**config.mk**
```make
export PLATFORM = sky130hd
export DESIGN_NAME = uniform_mod_q_rejection_sampler_unit
export DESIGN_NICKNAME = d
export VERILOG_FILES = /design/src/sv/rqs_pkg.sv /design/src/sv/rqs_front.sv /design/src/sv/rqs_queue.sv /design/src/sv/rqs_back.sv /design/src/sv/uniform_mod_q_rejection_sampler_unit.sv
export VERILOG_INCLUDE_DIRS = /design/src /design/src/sv
export SDC_FILE = /design/constraint.sdc
export NUM_CORES = 1
export LEC_CHECK = 0
export ABC_CLOCK_PERIOD_IN_PS = 7300
export BUFFER_PORTS_ARGS = -buffer_cell sky130_fd_sc_hd__buf_2
export CORE_MARGIN = 2
export CORE_UTILIZATION = 62
export CTS_CLUSTER_DIAMETER = 100
export DETAILED_ROUTE_END_ITERATION = 7
export PLACE_DENSITY = 0.81
export SYNTH_ARGS = -nofsm -noshare
export SYNTH_HDL_FRONTEND = slang
export SYNTH_SLANG_ARGS = --single-unit
```
**constraint.sdc**
```tcl
create_clock -name i_clk -period 7.3 [get_ports i_clk]
set_input_delay 0.365 -clock i_clk [delete_from_list [all_inputs] [get_ports i_clk]]
set_output_delay 0.365 -clock i_clk [all_outputs]
set_load 0.02 [all_outputs]
```
**src/sv/uniform_mod_q_rejection_sampler_unit_defines.svh**
```systemverilog
// Assertion macros used by the rejection sampler queue.
`ifndef UNIFORM_MOD_Q_REJECTION_SAMPLER_UNIT_DEFINES_SVH
`define UNIFORM_MOD_Q_REJECTION_SAMPLER_UNIT_DEFINES_SVH

// Check a property on every clock edge outside reset.
`define RQS_ASSERT(lbl, clk, rst_n, prop, msg) \
    lbl: assert property (@(posedge clk) disable iff (!(rst_n)) (prop)) else $error(msg);

// Check that a condition never holds outside reset.
`define RQS_ASSERT_NEVER(lbl, clk, rst_n, cond, msg) \
    lbl: assert property (@(posedge clk) disable iff (!(rst_n)) !(cond)) else $error(msg);

`endif

```
**src/sv/rqs_pkg.sv**
```systemverilog
// Types and constants shared by the rejection sampler modules.
`default_nettype none
package rqs_pkg;

    localparam int MAX_COEFFS  = 256;
    localparam int QUEUE_DEPTH = 4;

    localparam int BYTE_W   = 8;
    localparam int COEF_W   = 12;
    localparam int IDX_W    = 8;
    localparam int COUNT_W  = 9;
    localparam int QMOD_W   = 13;
    localparam int CFG_IDX_W  = 1;
    localparam int CFG_DATA_W = 13;

    localparam logic [QMOD_W-1:0]    Q_MOD_RESET  = 13'd3329;
    localparam logic [COUNT_W-1:0]   TARGET_RESET = 9'd256;

    // Configuration register indexes.
    localparam logic [CFG_IDX_W-1:0] CFG_Q_MODULUS    = 1'b0;
    localparam logic [CFG_IDX_W-1:0] CFG_TARGET_COUNT = 1'b1;

    // One result item.
    typedef struct packed {
        logic [COEF_W-1:0] coef;
        logic [IDX_W-1:0]  idx;
        logic              last;
    } t_coef_item;

    // Results written by the front into the queue in one cycle.
    typedef struct packed {
        logic [1:0]  n;
        t_coef_item  item0;
        t_coef_item  item1;
    } t_push;

    // Queue status seen by front and back.
    typedef struct packed {
        logic empty;
        logic room2;
    } t_q_status;

endpackage
`default_nettype wire

```
**src/sv/rqs_front.sv**
```systemverilog
// Byte grouping, candidate test, coefficient counting and the configuration registers.
`default_nettype none
module rqs_front #(
    parameter int P_MAX_COEFFS = rqs_pkg::MAX_COEFFS
) (
    input  wire logic                            i_clk,
    input  wire logic                            i_rst_n,
    input  wire logic                            i_valid,
    output logic                                 o_stall,
    input  wire logic [rqs_pkg::BYTE_W-1:0]      i_data_byte,
    input  wire logic                            i_start_new,
    input  wire logic                            i_cfg_valid,
    input  wire logic [rqs_pkg::CFG_IDX_W-1:0]   i_cfg_index,
    input  wire logic [rqs_pkg::CFG_DATA_W-1:0]  i_cfg_data,
    input  wire rqs_pkg::t_q_status              i_q_status,
    output rqs_pkg::t_push                       o_push
);
    import rqs_pkg::*;

    typedef enum logic [1:0] {
        PH_FIRST  = 2'd0,
        PH_SECOND = 2'd1,
        PH_THIRD  = 2'd2
    } t_phase;

    localparam logic [10:0] MAXC = 11'(P_MAX_COEFFS);

    logic [QMOD_W-1:0]  r_q_mod;
    logic [COUNT_W-1:0] r_target;
    logic [BYTE_W-1:0]  r_first,  n_first;
    logic [BYTE_W-1:0]  r_second, n_second;
    t_phase             r_phase,  n_phase;
    logic [COUNT_W-1:0] r_count,  n_count;

    logic               accept;
    t_phase             phase_eff;
    logic [COUNT_W-1:0] cnt_eff, cnt_p1, cnt1, cnt1_p1, tgt_eff;
    logic               full, ok0, ok1, take0, take1;
    logic [COEF_W-1:0]  c0, c1;
    t_coef_item         e0, e1;

    assign o_stall = !i_q_status.room2;
    assign accept  = i_valid && !o_stall;

    assign phase_eff = i_start_new ? PH_FIRST : r_phase;
    assign cnt_eff   = i_start_new ? '0 : r_count;
    assign tgt_eff   = ({2'b00, r_target} > MAXC) ? MAXC[COUNT_W-1:0] : r_target;
    assign full      = cnt_eff >= tgt_eff;

    assign c0 = {r_second[3:0], r_first};
    assign c1 = {i_data_byte, r_second[7:4]};

    assign ok0     = {1'b0, c0} < r_q_mod;
    assign ok1     = {1'b0, c1} < r_q_mod;
    assign cnt_p1  = cnt_eff + 1'b1;
    assign cnt1    = ok0 ? cnt_p1 : cnt_eff;
    assign cnt1_p1 = cnt1 + 1'b1;
    assign take0   = ok0;
    assign take1   = ok1 && (cnt1 < tgt_eff);

    assign e0 = '{coef: c0, idx: cnt_eff[IDX_W-1:0], last: cnt_p1 == tgt_eff};
    assign e1 = '{coef: c1, idx: cnt1[IDX_W-1:0],    last: cnt1_p1 == tgt_eff};

    always_comb begin
        n_first  = r_first;
        n_second = r_second;
        n_phase  = r_phase;
        n_count  = r_count;
        o_push   = '{n: 2'd0, item0: e0, item1: e1};
        if (accept) begin
            n_phase = phase_eff;
            n_count = cnt_eff;
            if (!full) begin
                unique case (phase_eff)
                    PH_FIRST: begin
                        n_first = i_data_byte;
                        n_phase = PH_SECOND;
                    end
                    PH_SECOND: begin
                        n_second = i_data_byte;
                        n_phase  = PH_THIRD;
                    end
                    default: begin
                        // third byte: offer both candidates in order
                        n_phase  = PH_FIRST;
                        n_count  = cnt1 + COUNT_W'(take1);
                        o_push.n = 2'(take0) + 2'(take1);
                        if (!take0) begin
                            o_push.item0 = e1;
                        end
                    end
                endcase
            end
        end
    end

    always_ff @(posedge i_clk) begin
        if (!i_rst_n) begin
            r_q_mod  <= Q_MOD_RESET;
            r_target <= TARGET_RESET;
            r_first  <= '0;
            r_second <= '0;
            r_phase  <= PH_FIRST;
            r_count  <= '0;
        end else begin
            r_first  <= n_first;
            r_second <= n_second;
            r_phase  <= n_phase;
            r_count  <= n_count;
            if (i_cfg_valid) begin
                unique case (i_cfg_index)
                    CFG_Q_MODULUS:    r_q_mod  <= i_cfg_data;
                    CFG_TARGET_COUNT: r_target <= i_cfg_data[COUNT_W-1:0];
                    default: ;
                endcase
            end
        end
    end

endmodule
`default_nettype wire

```
**src/sv/rqs_queue.sv**
```systemverilog
// Result queue between front and back, up to two writes and one read a cycle.
`default_nettype none
module rqs_queue #(
    parameter int P_DEPTH = rqs_pkg::QUEUE_DEPTH
) (
    input  wire logic                 i_clk,
    input  wire logic                 i_rst_n,
    input  wire rqs_pkg::t_push       i_push,
    input  wire logic                 i_pop,
    output rqs_pkg::t_coef_item       o_head,
    output rqs_pkg::t_q_status        o_status
);
    import rqs_pkg::*;
    `include "uniform_mod_q_rejection_sampler_unit_defines.svh"

    localparam int PTR_W = $clog2(P_DEPTH);
    localparam int CNT_W = $clog2(P_DEPTH + 1);

    t_coef_item       r_mem [P_DEPTH];
    logic [PTR_W-1:0] r_wr, n_wr, r_rd, n_rd, wr_p1;
    logic [CNT_W-1:0] r_count, n_count;

    function automatic logic [PTR_W-1:0] ptr_inc(input logic [PTR_W-1:0] p);
        return (p == PTR_W'(P_DEPTH - 1)) ? '0 : p + 1'b1;
    endfunction

    assign wr_p1 = ptr_inc(r_wr);
    assign o_head = r_mem[r_rd];
    assign o_status.empty = r_count == '0;
    assign o_status.room2 = r_count <= CNT_W'(P_DEPTH - 2);

    always_comb begin
        n_wr = r_wr;
        case (i_push.n)
            2'd1:    n_wr = wr_p1;
            2'd2:    n_wr = ptr_inc(wr_p1);
            default: n_wr = r_wr;
        endcase
        n_rd    = i_pop ? ptr_inc(r_rd) : r_rd;
        n_count = r_count + CNT_W'(i_push.n) - CNT_W'(i_pop);
    end

    always_ff @(posedge i_clk) begin
        if (i_push.n != 2'd0) begin
            r_mem[r_wr] <= i_push.item0;
        end
        if (i_push.n == 2'd2) begin
            r_mem[wr_p1] <= i_push.item1;
        end
    end

    always_ff @(posedge i_clk) begin
        if (!i_rst_n) begin
            r_wr    <= '0;
            r_rd    <= '0;
            r_count <= '0;
        end else begin
            r_wr    <= n_wr;
            r_rd    <= n_rd;
            r_count <= n_count;
        end
    end

    `RQS_ASSERT(a_count_bound, i_clk, i_rst_n, r_count <= CNT_W'(P_DEPTH), "queue count past depth")
    `RQS_ASSERT_NEVER(a_no_overflow, i_clk, i_rst_n, {1'b0, r_count} + (CNT_W+1)'(i_push.n) > (CNT_W+1)'(P_DEPTH), "queue written without room")
    `RQS_ASSERT_NEVER(a_no_underflow, i_clk, i_rst_n, i_pop && (r_count == '0), "queue read while empty")

endmodule
`default_nettype wire

```
**src/sv/rqs_back.sv**
```systemverilog
// Output register that drains the result queue onto the output channel.
`default_nettype none
module rqs_back (
    input  wire logic                 i_clk,
    input  wire logic                 i_rst_n,
    input  wire rqs_pkg::t_coef_item  i_head,
    input  wire rqs_pkg::t_q_status   i_q_status,
    output logic                      o_pop,
    output logic                      o_valid,
    input  wire logic                 i_stall,
    output rqs_pkg::t_coef_item       o_item
);
    import rqs_pkg::*;

    logic       r_valid;
    t_coef_item r_item;

    // Load when the register is free or its item leaves this cycle.
    assign o_pop   = !i_q_status.empty && (!r_valid || !i_stall);
    assign o_valid = r_valid;
    assign o_item  = r_item;

    always_ff @(posedge i_clk) begin
        if (!i_rst_n) begin
            r_valid <= 1'b0;
        end else if (!r_valid || !i_stall) begin
            r_valid <= !i_q_status.empty;
        end
    end

    always_ff @(posedge i_clk) begin
        if (o_pop) begin
            r_item <= i_head;
        end
    end

endmodule
`default_nettype wire

```
**src/sv/uniform_mod_q_rejection_sampler_unit.sv**
```systemverilog
// Top level of the uniform mod-q rejection sampler.
// Throughput: one byte item per cycle while o_stall is low; every third byte writes up to two results.
// A result is written into the queue as its third byte is accepted, then moves into the output register.
// The result queue drains one result per cycle through the output register while i_stall is low.
// Input stall rises only while the queue has fewer than two free entries.
// Reset (synchronous, active low): phase and count clear, q_modulus 3329, target 256.
`default_nettype none
module uniform_mod_q_rejection_sampler_unit #(
    parameter int P_QUEUE_DEPTH = rqs_pkg::QUEUE_DEPTH
) (
    input  wire logic                            i_clk,
    input  wire logic                            i_rst_n,
    // byte items in
    input  wire logic                            i_valid,
    output logic                                 o_stall,
    input  wire logic [rqs_pkg::BYTE_W-1:0]      i_data_byte,
    input  wire logic                            i_start_new,
    // result items out
    output logic                                 o_valid,
    input  wire logic                            i_stall,
    output logic [rqs_pkg::COEF_W-1:0]           o_coefficient,
    output logic [rqs_pkg::IDX_W-1:0]            o_coeff_index,
    output logic                                 o_last_of_poly,
    // configuration writes
    input  wire logic                            i_cfg_valid,
    output logic                                 o_cfg_ready,
    input  wire logic [rqs_pkg::CFG_IDX_W-1:0]   i_cfg_index,
    input  wire logic [rqs_pkg::CFG_DATA_W-1:0]  i_cfg_data
);
    import rqs_pkg::*;

    t_push      push;
    t_q_status  q_status;
    t_coef_item head, out_item;
    logic       pop;

    // Configuration registers take a write in any cycle.
    assign o_cfg_ready = 1'b1;

    // Front: group bytes, test candidates, count and tag accepted ones.
    rqs_front #(
        .P_MAX_COEFFS (MAX_COEFFS)
    ) u_front (
        .i_clk       (i_clk),
        .i_rst_n     (i_rst_n),
        .i_valid     (i_valid),
        .o_stall     (o_stall),
        .i_data_byte (i_data_byte),
        .i_start_new (i_start_new),
        .i_cfg_valid (i_cfg_valid),
        .i_cfg_index (i_cfg_index),
        .i_cfg_data  (i_cfg_data),
        .i_q_status  (q_status),
        .o_push      (push)
    );

    // Queue: hold results so the front waits on a stalled output only once the queue lacks room for two.
    rqs_queue #(
        .P_DEPTH (P_QUEUE_DEPTH)
    ) u_queue (
        .i_clk    (i_clk),
        .i_rst_n  (i_rst_n),
        .i_push   (push),
        .i_pop    (pop),
        .o_head   (head),
        .o_status (q_status)
    );

    // Back: advance one result per cycle into the output register while the output is not stalled.
    rqs_back u_back (
        .i_clk      (i_clk),
        .i_rst_n    (i_rst_n),
        .i_head     (head),
        .i_q_status (q_status),
        .o_pop      (pop),
        .o_valid    (o_valid),
        .i_stall    (i_stall),
        .o_item     (out_item)
    );

    assign o_coefficient  = out_item.coef;
    assign o_coeff_index  = out_item.idx;
    assign o_last_of_poly = out_item.last;

endmodule
`default_nettype wire
```
# Word level (Yosys, flattened, before mapping)
# Memories as Yosys holds them, arrays and structs flattened. A register that Yosys moved wholly into a read port is not among the register bits.
# Cells that the tools add are included.
[op_classes]
n_addsub = 9
order_cmp = 6
eq_ne = 8
muxes = 20
n_bitwise = 2
n_reduce_logical = 17
[op_table]
columns = ["operator", "n"]
rows = [
  ["two-way mux 23 bit", 3],
  ["two-way mux 9 bit", 5],
  ["< comparator 12 x 13 -> 1 bit", 2],
  ["two-way mux 21 bit", 1],
  ["adder 9 x 1 -> 9 bit, second input constant", 2],
  ["== test 9 bit", 2],
  ["two-way mux 2 bit", 5],
  ["adder 9 x 1 -> 9 bit", 1],
  [">= comparator 9 bit", 1],
  ["greater-than comparator 9 bit, second input constant", 1],
  ["< comparator 9 bit", 1],
  ["== test 2 bit, second input constant", 4],
  ["one-hot mux 2 bit (2 select lines)", 2],
  ["adder 2 x 1 -> 2 bit, second input constant", 3],
  ["AND reduction 3 bit", 2],
  ["== test 2 x 1 -> 1 bit, second input constant", 2],
  ["logical NOT 1 bit", 4],
  ["two-way mux 1 bit", 4],
  ["AND reduction 2 bit", 2],
  ["nonzero test 2 bit", 2],
  ["adder 3 x 2 -> 3 bit", 1],
  ["less-or-equal comparator 3 x 2 -> 1 bit, second input constant", 1],
  ["logical AND 1 bit", 3],
  ["logical NOT 3 bit", 1],
  ["6 further kinds", 7],
]
[totals]
ff_bits = 57
ram_bits = 84
in_bits = 28
output_inout_bits = 24
word_cells = 73
n_memories = 1
[mem_list]
columns = ["memory", "depth", "width", "read_ports", "rd_ports_with_merged_regs", "wr", "line", "source"]
rows = [
  ["u_queue.r_mem", 4, 21, 1, 1, 2, "rqs_queue.sv:19", "t_coef_item r_mem [P_DEPTH];"],
]

# Longest topological paths before layout
# Gate-level depths: netlist of the first run.
[logic_depth]
depth_word = 12
mapped_depth = 26
depth_no_buf = 24

# By module
# From an unflattened synthesis of the first run, not the netlist that was laid out.
[unflattened]
hier_cells = 800
area_unflattened_um2 = 9485.3
[by_module_without_submodules]
columns = ["module", "n_inst", "cells_per_inst", "area_per_inst_um2", "seq_area_each_um2"]
rows = [
  ["rqs_queue", 1, 263, 4598.2, 2702.6],
  ["rqs_front", 1, 510, 4205.3, 980.9],
  ["rqs_back", 1, 25, 670.6, 650.6],
  ["uniform_mod_q_rejection_sampler_unit", 1, 2, 11.3, 0.0],
]

# Worst setup path before layout of the first run
# Ideal clock, no wire load.
[synth_path]
kind = "in2reg"
start = "input port i_start_new"
end = "memory u_queue.r_mem[1][0] (netlist bit) (enable)"
setup_time_ns = 0.428
arrival_time_ns = 5.214
setup_slack_ns = 1.657
cell_stages = 18
path_cell_list = "buf_4 > clkbuf_1 > nor2b_1 > ha_1 > and4b_4 > and3_1 > buf_6 > nand2_1 > xnor2_1 > ha_1 > and4_1 > a221oi_1 > o211ai_1 > a311oi_1 > ha_1 > nand2_1 > ha_1 > o21ai_0"
[synth_lines]
columns = ["item", "line", "source"]
rows = [
  ["start: declaration", "uniform_mod_q_rejection_sampler_unit.sv:17", "input wire logic i_start_new,"],
  ["end: declaration", "rqs_queue.sv:19", ""],
]

==> flow_metrics.tcl, run 1 <==
set metrics [dict create \
    outcome "complete, no violations" \
    vias 6695 \
    initial_utilization 0.6358 \
    finClkSkew_ns 0.01053 \
    nFillCells 1035 \
    cts-root-buf "clkbuf_16" \
    die_y_um 126.1 \
    whs_ns 0.1477 \
    synthAdderAreaFrac 0.08042 \
    layout_commonest_cell "edfxtp_1" \
    syn-instance-count 830 \
    io_pins 52 \
    htree_levels 4 \
    place_congestion 0.9979 \
    ctsResizeCount 0 \
    fin_setup_tns_ns 0 \
    postCtsHoldBufs 0 \
    max_cap_violations 0 \
    synth_fp_nets 916 \
    clkSinkCount 162 \
    synth.area.mux_share 0.1350 \
    timing.critical_path.to_type "register" \
    finalHoldViolations 0 \
    synth_top_cell_area_share 0.3412 \
    grt_setup_unrepaired "false" \
    synthArstFlopShare 0 \
    ys_seq_elements 162 \
    synthXorXnorAreaFrac 0.05023 \
    core_mm2 0.01453 \
    drt_pre_antenna_iters 5 \
    cpMaxStageDelayCell "a311oi_1" \
    syn_to_final_growth_pct 11.59 \
    synth_top_family_by_area "multiplexers" \
    clk_pin_slew_ns 0.07 \
    io_buffers 50 \
    clock.fmax_mhz 161.6 \
    grt_pass1_wl_um 35910 \
    dp.cells 1042 \
    max-vdd-ir-drop_uv 168.9 \
    synthTopCellsByArea "edfxtp_1 (34%), dfxtp_1 (12%), ha_1 (7.7%)" \
    p_leak_nw 3.958 \
    overflow 0 \
    wl_um 22160 \
    arrival_ns 6.38 \
    fp.dieArea_mm2 0.01590 \
    hp-class "primary input to register" \
    viasPerCell 6.234 \
    drt_first_iter_violations 681 \
    ant_nets 0 \
    clockBufferDepth 2 \
    post_cts_buffers 0 \
    grt_antenna_before_repair 0 \
    synth_compound_area_frac 0.1010 \
    critPathKind "register to register" \
    min_period_ns 6.186 \
    drc 0 \
    yosys.area_share.simple 0.1282 \
    path_max_fanout 19 \
    synth_edf_count 105 \
    wl_per_cell_um 20.63 \
    synth_seq_area_share 0.4647 \
    cp.required_ns 7.49 \
    path_common_cell "ha_1" \
    grt_pass1_vias 6716 \
    fp.dieW_um 126.1 \
    synth.distinct_cells 73 \
    power.density_mw_per_mm2 257.1 \
    crit_path_max_incr_delay_ns 0.56 \
    nNetsFinal 963 \
    synth_area_mm2 0.009241 \
    cts_tree "built" \
    clk_latency_ns 0.44 \
    place_hpwl_um 15870 \
    grt_max_degree 61 \
    tightest_slew_ns 1.160 \
    ys_warn_count 0 \
    crit_chain "ha_1, a211oi_1, o21ai_1, a41oi_2, buf_4, nand2_2, mux2i_1, inv_1, ha_1, a21oi_1, maj3_1, a31oi_1, o211a_1, a311oi_1, ha_1, nand2_1, ha_1, nand2_1, inv_1, nor2_1, buf_4, mux2_2" \
    numCtsBuffers 17 \
    slew-limit-headroom 0.2251 \
    synth_top_area_cell "edfxtp_1" \
    setup_viol 0 \
    antenna_cells 0 \
    fin_crit_sh 0.8474 \
    row_count 44 \
    synth.avg_cell_area_um2 11.13 \
    synthFlopType "edfxtp_1" \
    track_usage 0.2919 \
    worst_setup_path_start_kind "register" \
    layout-drive-gt1-share 0.2157 \
    layout_common_cells "edfxtp_1 (105), nand2_1 (93), ha_1 (57), dfxtp_1 (57), buf_2 (50)" \
    slew_violations 0 \
    stdcell_count 1074 \
]
[cells by family (layout without fill, tap and decap cells)]
| kind of cell | after synthesis | in the layout |
|---|---|---|
| XOR/XNOR | 53 | 53 |
| flip-flops | 162 | 162 |
| buffers and inverters | 89 | 149 |
| multiplexers | 92 | 92 |
| AO/OA/AOI/OAI | 139 | 139 |
| adder cells (fa/ha/maj) | 59 | 59 |
| other | 1 | 1 |
| AND/OR/NAND/NOR | 235 | 235 |
[metal layers]
metal / up-vias / share of wire / global-route usage / routed length [µm]
met4: 0 / 0.026 / 0.1021 / 567
met5: - / 0 / 0 / 0
met3: 51 / 0.072 / 0.06245 / 1606
met1: 3269 / 0.43 / 0.3990 / 9558
li1: 3100 / - / - / -
met2: 275 / 0.47 / 0.4655 / 10430
[worst paths after layout]
kind,start,to,slack (ns),cells after the start
worst max-delay path,u_front.r_first[4]$_SDFFE_PN0P_,u_queue.r_mem[2][13]$_DFFE_PP_,1.11,22
worst min-delay path,i_cfg_data[10],u_front.r_q_mod[10]$_SDFFE_PN1P_,0.15,3
worst max register to register,u_front.r_first[4]$_SDFFE_PN0P_,u_queue.r_mem[2][13]$_DFFE_PP_,1.11,22
worst min register to register,u_front.r_target[5]$_SDFFE_PN0P_,u_front.r_target[5]$_SDFFE_PN0P_,0.47,2
[sequential cells by signal (all words and copies together), names as in the netlist]
register / cells
u_front.r_phase: 2
u_front.r_first: 8
u_front.r_q_mod: 13
u_queue.r_wr: 2
u_queue.r_rd: 2
u_queue.r_count: 3
u_back.o_item: 21
u_front.r_count: 9
u_back.o_valid: 1
u_front.r_target: 9
u_front.r_second: 8
u_queue.r_mem: 84
[cells in the mapped netlist (all sizes together), types with 2 or more instances]
library cell / instances
edfxtp: 105
nand2: 94
dfxtp: 57
ha: 57
mux2: 48
inv: 45
o21ai: 43
nor2b: 39
nor2: 33
xnor2: 33
clkbuf: 25
mux2i: 23
a21oi: 22
a21boi: 21
mux4: 21
xor2: 20
buf: 19
nand3: 18
and2: 9
nand2b: 9
o211ai: 8
a21o: 7
nand4: 7
nor3: 6
a22oi: 5
o32ai: 5
o21a: 4
a211oi: 3
and3: 3
and4b: 3
o211a: 3
a211o: 2
a31oi: 2
and4: 2
nor3b: 2
nor4: 2
o2bb2ai: 2
or3: 2
or3b: 2
[per-stage QoR]
stage / utilization / instance area (µm²) / setup WS (ns) / total power, mW
after floorplan: - / 9241 / 1.657 / 1.596
after global placement: 0.6683 / 9713 / 1.431 / 1.749
after detailed placement: 0.6683 / 9713 / 1.133 / 1.780
after CTS: 0.7095 / 10310 / 1.221 / 2.669
after global routing: 0.7095 / 10310 / 0.7117 / 2.760
final: 0.7095 / 10310 / 1.114 / 2.651
[where the power goes]
| group | leakage, nW | switching, mW | internal (mW) |
|---|---|---|---|
| sequential | 1.43 | 0.0678 | 1.10 |
| clock | 0.277 | 0.412 | 0.486 |
| combinational | 2.25 | 0.323 | 0.258 |
| total | 3.96 | 0.803 | 1.85 |
[final cells by class]
class / count / area (µm²) / area share
Clock buffer: 17 / 425.4 / 0.04125
Clock inverter: 15 / 173.9 / 0.01686
Inverter: 45 / 171.4 / 0.01662
Multi-Input combinational cell: 579 / 4602 / 0.4463
Sequential cell: 162 / 4294 / 0.4164
Tap cell: 184 / 230.2 / 0.02232
Timing Repair Buffer: 72 / 415.4 / 0.04028
[critical path: cells and delay by family, from the launching register on]
family / cells / cell delay (ns)
adder cells (fa/ha/maj): 5 / 1.52
buffers and inverters: 4 / 0.73
AND/OR/NAND/NOR: 4 / 0.80
flip-flops: 1 / 0.52
AO/OA/AOI/OAI: 7 / 1.65
multiplexers: 2 / 0.70
Note: power is estimated with default switching activity, not from simulation.
==> inputs of run 2 (changes only) <==
ABC_CLOCK_PERIOD_IN_PS = 6400   (was 7300)
clock period = 6.4 ns   (was 7.3 ns; I/O delays follow)
==> flow_metrics.tcl, run 2 (synthesis gave the netlist of run 1 again) <==
set metrics [dict create \
    outcome "complete, no violations" \
    path_max_fanout 14 \
    dpl_cell_area_mm2 0.009743 \
    utilization 0.7107 \
    fp.dieW_um 126.1 \
    vias 6708 \
    whs_ns 0.1163 \
    crit_chain "ha_1, o21ai_0, nor2_1, o21ai_1, buf_4, nand2_2, inv_4, nand2_1, xnor2_1, ha_1, and4_1, a221oi_1, o211ai_1, a311oi_1, ha_1, nand2_1, ha_1, nand2_1, inv_1, nor2_1, buf_4, mux2_2" \
    clkSinkCount 162 \
    initial_utilization 0.6358 \
    grt_busiest_layer "met2" \
    row_count 44 \
    max-vdd-ir-drop_uv 182.4 \
    clock.fmax_mhz 173.5 \
    cts_tree "built" \
    setup_viol 0 \
    wl_per_cell_um 20.50 \
    post_cts_buffers 0 \
    htree_levels 4 \
    grt_pass1_vias 6574 \
    core_mm2 0.01453 \
    crit_path_max_incr_delay_ns 0.54 \
    dp.cells 1046 \
    postCtsHoldBufs 0 \
    critPathKind "register to register" \
    use_met3 0.05438 \
    numCtsBuffers 17 \
    fin_setup_tns_ns 0 \
    grt_pass1_wl_um 35060 \
    drt_first_iter_violations 636 \
    largest_reg_flops 84 \
    use_met2 0.4583 \
    grt_setup_unrepaired "false" \
    io_buffers 50 \
    setup_slack_ns 0.6356 \
    ant_nets 0 \
    finalHoldViolations 0 \
    layout-drive-gt1-share 0.2159 \
    cp_top_family "adder cells" \
    final_cell_area_mm2 0.01033 \
    cp_num_buf_inv 4 \
    hp-class "primary input to register" \
    place_ws_ns 0.6267 \
    grt_antenna_before_repair 0 \
    clockBufferDepth 2 \
    path_common_cell "ha_1" \
    clk_pin_slew_ns 0.07 \
    total_power_mw 3.026 \
    cts-root-buf "clkbuf_16" \
    tightest_slew_ns 1.195 \
    grt_max_degree 61 \
    syn_to_final_growth_pct 11.77 \
    top_register "u_queue.r_mem" \
    p_leak_nw 3.991 \
    layout_common_cells "edfxtp_1 (105), nand2_1 (93), ha_1 (57), dfxtp_1 (57), buf_2 (50)" \
    die_y_um 126.1 \
    viasPerCell 6.223 \
    drt_pre_antenna_iters 5 \
    layout_commonest_cell "edfxtp_1" \
    track_usage 0.2862 \
    max_cap_violations 0 \
    drc 0 \
    antenna_cells 0 \
    nFillCells 1019 \
    stdcell_count 1078 \
    cp.required_ns 6.58 \
    timing.critical_path.to_type "register" \
    min_period_ns 5.764 \
    clk_latency_ns 0.43 \
    wl_um 22100 \
    power.density_mw_per_mm2 293.0 \
    met1_usage 0.3808 \
    place_congestion 0.9524 \
    ctsResizeCount 0 \
    io_pins 52 \
    cpMaxStageDelayCell "dfxtp_1" \
    worst_setup_path_start_kind "register" \
    arrival_ns 5.94 \
    place_hpwl_um 15400 \
    slew_violations 0 \
    overflow 0 \
    fin_crit_sh 0.9007 \
    finClkSkew_ns 0.008701 \
    slew-limit-headroom 0.2020 \
    fp.dieArea_mm2 0.01590 \
    nNetsFinal 967 \
]
[run 2: cell types whose count changed in the layout (fill, tap and decap cells not counted)]
| cell | change |
|---|---|
| inv_6 | +3 |
| clkinv_1 | +3 |
| clkinv_2 | +2 |
| buf_4 | +4 |
| clkinvlp_4 | -4 |
| clkinv_8 | -1 |
| bufinv_16 | +1 |
| inv_8 | -4 |
[run 2: routing by layer]
| layer | wire (µm) | vias up |
|---|---|---|
| met1 | 9316 | 3273 |
| li1 | - | 3094 |
| met3 | 1607 | 54 |
| met2 | 10490 | 287 |
| met5 | 0 | - |
| met4 | 682 | 0 |
[run 2: path summary, 6_finish.rpt]
| path | from | endpoint | slack, ns | depth (start not counted) |
|---|---|---|---|---|
| worst max-delay path | u_front.r_first[7]$_SDFFE_PN0P_ | u_queue.r_mem[0][9]$_DFFE_PP_ | 0.64 | 22 |
| worst min-delay path | i_cfg_data[10] | u_front.r_q_mod[10]$_SDFFE_PN1P_ | 0.12 | 3 |
| worst min register to register | u_front.r_target[7]$_SDFFE_PN0P_ | u_front.r_target[7]$_SDFFE_PN0P_ | 0.46 | 2 |
| worst max register to register | u_front.r_first[7]$_SDFFE_PN0P_ | u_queue.r_mem[0][9]$_DFFE_PP_ | 0.64 | 22 |
[run 2: area by class of cell]
class | instances | area, µm² | share of cell area
Tap cell | 184 | 230.2 | 0.02229
Inverter | 45 | 171.4 | 0.01660
Clock buffer | 17 | 425.4 | 0.04119
Sequential cell | 162 | 4294 | 0.4157
Clock inverter | 15 | 160.2 | 0.01551
Multi-Input combinational cell | 579 | 4602 | 0.4455
Timing Repair Buffer | 76 | 445.4 | 0.04313
[run 2: power breakdown]
part	internal [mW]	total [mW]	switching [mW]
registers	1.26	1.34	0.0806
clock network	0.579	1.02	0.440
logic	0.296	0.666	0.370
[run 2: tightest hold or removal path, stage by stage]
cell,delay [ns]
buf_2,0.07
nand2_1,0.04
o211ai_1,0.08
==> inputs of run 3 (changes only) <==
ABC_CLOCK_PERIOD_IN_PS = 6000   (was 6400)
clock period = 6 ns   (was 6.4 ns; I/O delays follow)
==> flow_metrics.tcl, run 3 (synthesis gave the netlist of run 1 again) <==
set metrics [dict create \
    outcome "complete, no violations" \
    utilization 0.7119 \
    hp-start "i_cfg_data[11]" \
    tightest_slew_ns 1.204 \
    path_max_fanout 13 \
    hp-class "primary input to register" \
    top_register "u_queue.r_mem" \
    die_y_um 126.1 \
    place_hpwl_um 15840 \
    arrival_ns 5.78 \
    p_int_mw 2.280 \
    grt_antenna_before_repair 0 \
    numCtsBuffers 17 \
    top_layer "met4" \
    r2r.worst_path.cells 20 \
    grt_max_degree 61 \
    dp.cells 1049 \
    multi_input_area_mm2 0.004602 \
    stdcell_count 1081 \
    fp.dieArea_mm2 0.01590 \
    total_power_mw 3.230 \
    p_leak_nw 3.999 \
    clockPowerShare 0.335 \
    clkSinkCount 162 \
    wl_met3_um 1872 \
    max-vdd-ir-drop_uv 224.5 \
    fp.dieW_um 126.1 \
    vias 6849 \
    grt_pass1_vias 6881 \
    fin_crit_sh 0.9322 \
    min_period_ns 5.593 \
    swShare 0.2941 \
    min_path_cells 3 \
    r2r_end "u_queue.r_mem[3][20]$_DFFE_PP_" \
    row_count 44 \
    clockBufferDepth 2 \
    cp.required_ns 6.18 \
    drc 0 \
    syn_to_final_growth_pct 11.96 \
    initial_utilization 0.6358 \
    holdPathEnd "u_front.r_q_mod[11]$_SDFFE_PN1P_" \
    dr_wl_met2_um 10770 \
    nNetsFinal 970 \
    finClkSkew_ns 0.008310 \
    register_area_mm2 0.004294 \
    drt_first_iter_violations 710 \
    wl_per_cell_um 21.04 \
    grt_pass1_wl_um 36500 \
    io_pins 52 \
    cts_tree "built" \
    clk_latency_ns 0.44 \
    r2r_slack_ns 0.41 \
    worst_setup_path_start_kind "register" \
    fin_setup_tns_ns 0 \
    ant_nets 0 \
    max_cap_violations 0 \
    htree_levels 4 \
    largest_reg_flops 84 \
    place_congestion 0.9814 \
    track_usage 0.2958 \
    ctsResizeCount 0 \
    slew-limit-headroom 0.1960 \
    clk_pin_slew_ns 0.06 \
    antenna_cells 0 \
    power.density_mw_per_mm2 312.2 \
    drt_pre_antenna_iters 6 \
    met1_length_um 9393 \
    power.share.combinational 0.222 \
    timing.critical_path.to_type "register" \
    postCtsHoldBufs 0 \
    setup_viol 0 \
    layout-drive-gt1-share 0.2185 \
    clock.fmax_mhz 178.8 \
    cts-root-buf "clkbuf_16" \
    layout_commonest_cell "edfxtp_1" \
    viasPerCell 6.336 \
    grt_setup_unrepaired "false" \
    io_buffers 50 \
    overflow 0 \
    finalHoldViolations 0 \
    critPathKind "register to register" \
    sequentialPowerShare 0.443 \
    core_mm2 0.01453 \
    r2r-start "u_front.r_count[0]$_SDFFE_PN0P_" \
    slew_violations 0 \
    wl_um 22750 \
    switchingPower_mw 0.9501 \
    post_cts_buffers 0 \
    layout_common_cells "edfxtp_1 (105), nand2_1 (93), ha_1 (57), dfxtp_1 (57), buf_2 (50)" \
    nFillCells 1021 \
]
-- run 3: worst max path at each step --
stage,from,end,slack [ns]
finish,u_front.r_count[0]$_SDFFE_PN0P_,u_queue.r_mem[3][20]$_DFFE_PP_,0.41
global route,u_front.r_count[0]$_SDFFE_PN0P_,u_queue.r_mem[3][20]$_DFFE_PP_,0.02
CTS,u_front.r_count[0]$_SDFFE_PN0P_,u_queue.r_mem[3][20]$_DFFE_PP_,0.50
detailed placement,u_front.r_count[0]$_SDFFE_PN0P_,u_queue.r_mem[3][14]$_DFFE_PP_,0.52
global placement,u_front.r_count[0]$_SDFFE_PN0P_,u_queue.r_mem[3][19]$_DFFE_PP_,0.71
floorplan,i_start_new,u_queue.r_mem[1][0]$_DFFE_PP_,0.42
-- run 3: cell type report --
cell class                 instances  area share
inverter                          45     0.01657
multi-input combinational        579      0.4448
timing repair buffer              79     0.04523
sequential                       162      0.4150
tap                              184     0.02225
clock buffer                      19     0.04184
clock inverter                    13     0.01427
-- run 3: worst max-delay path, stage by stage (launching register included) --
cell and delay (ns):
dfxtp_1 0.47, nor2b_1 0.25, ha_1 0.35, and4b_4 0.30, and3_1 0.46, nand2_1 0.29
xnor2_1 0.30, ha_1 0.28, and4_1 0.22, a221oi_1 0.26, o211ai_1 0.15, a311oi_1 0.27
buf_4 0.18, ha_1 0.11, nand2_1 0.09, ha_1 0.28, nand2_1 0.27, inv_1 0.11
nor2_1 0.10, buf_4 0.23, mux2_2 0.36
-- run 3: power by group through the flow --
stage / Clock, mW / Sequential, mW / Combinational [mW]
3_5_place_dp: 0 / 1.45 / 0.722
3_3_place_gp: 0 / 1.44 / 0.690
6_report: 1.08 / 1.43 / 0.718
5_1_grt: 1.14 / 1.44 / 0.780
4_1_cts: 1.09 / 1.43 / 0.728
2_1_floorplan: 0 / 1.52 / 0.425
-- run 3: routing by layer --
metal / vias to the layer above / global-route usage
li1: 3098 / -
met2: 346 / 0.4772
met5: - / 0
met3: 81 / 0.05947
met4: 0 / 0.1176
met1: 3324 / 0.3958
-- run 3: metrics by stage --
stage | hold WS [ns] | setup slack (ns) | cell area, µm²
final | 0.09187 | 0.4067 | 10350
after global placement | 0.4576 | 0.7141 | 9766
after CTS | 0.08795 | 0.5020 | 10350
after global routing | 0.1078 | 0.02488 | 10350
after floorplan | 0.4242 | 0.4224 | 9241
after detailed placement | 0.4614 | 0.5166 | 9766
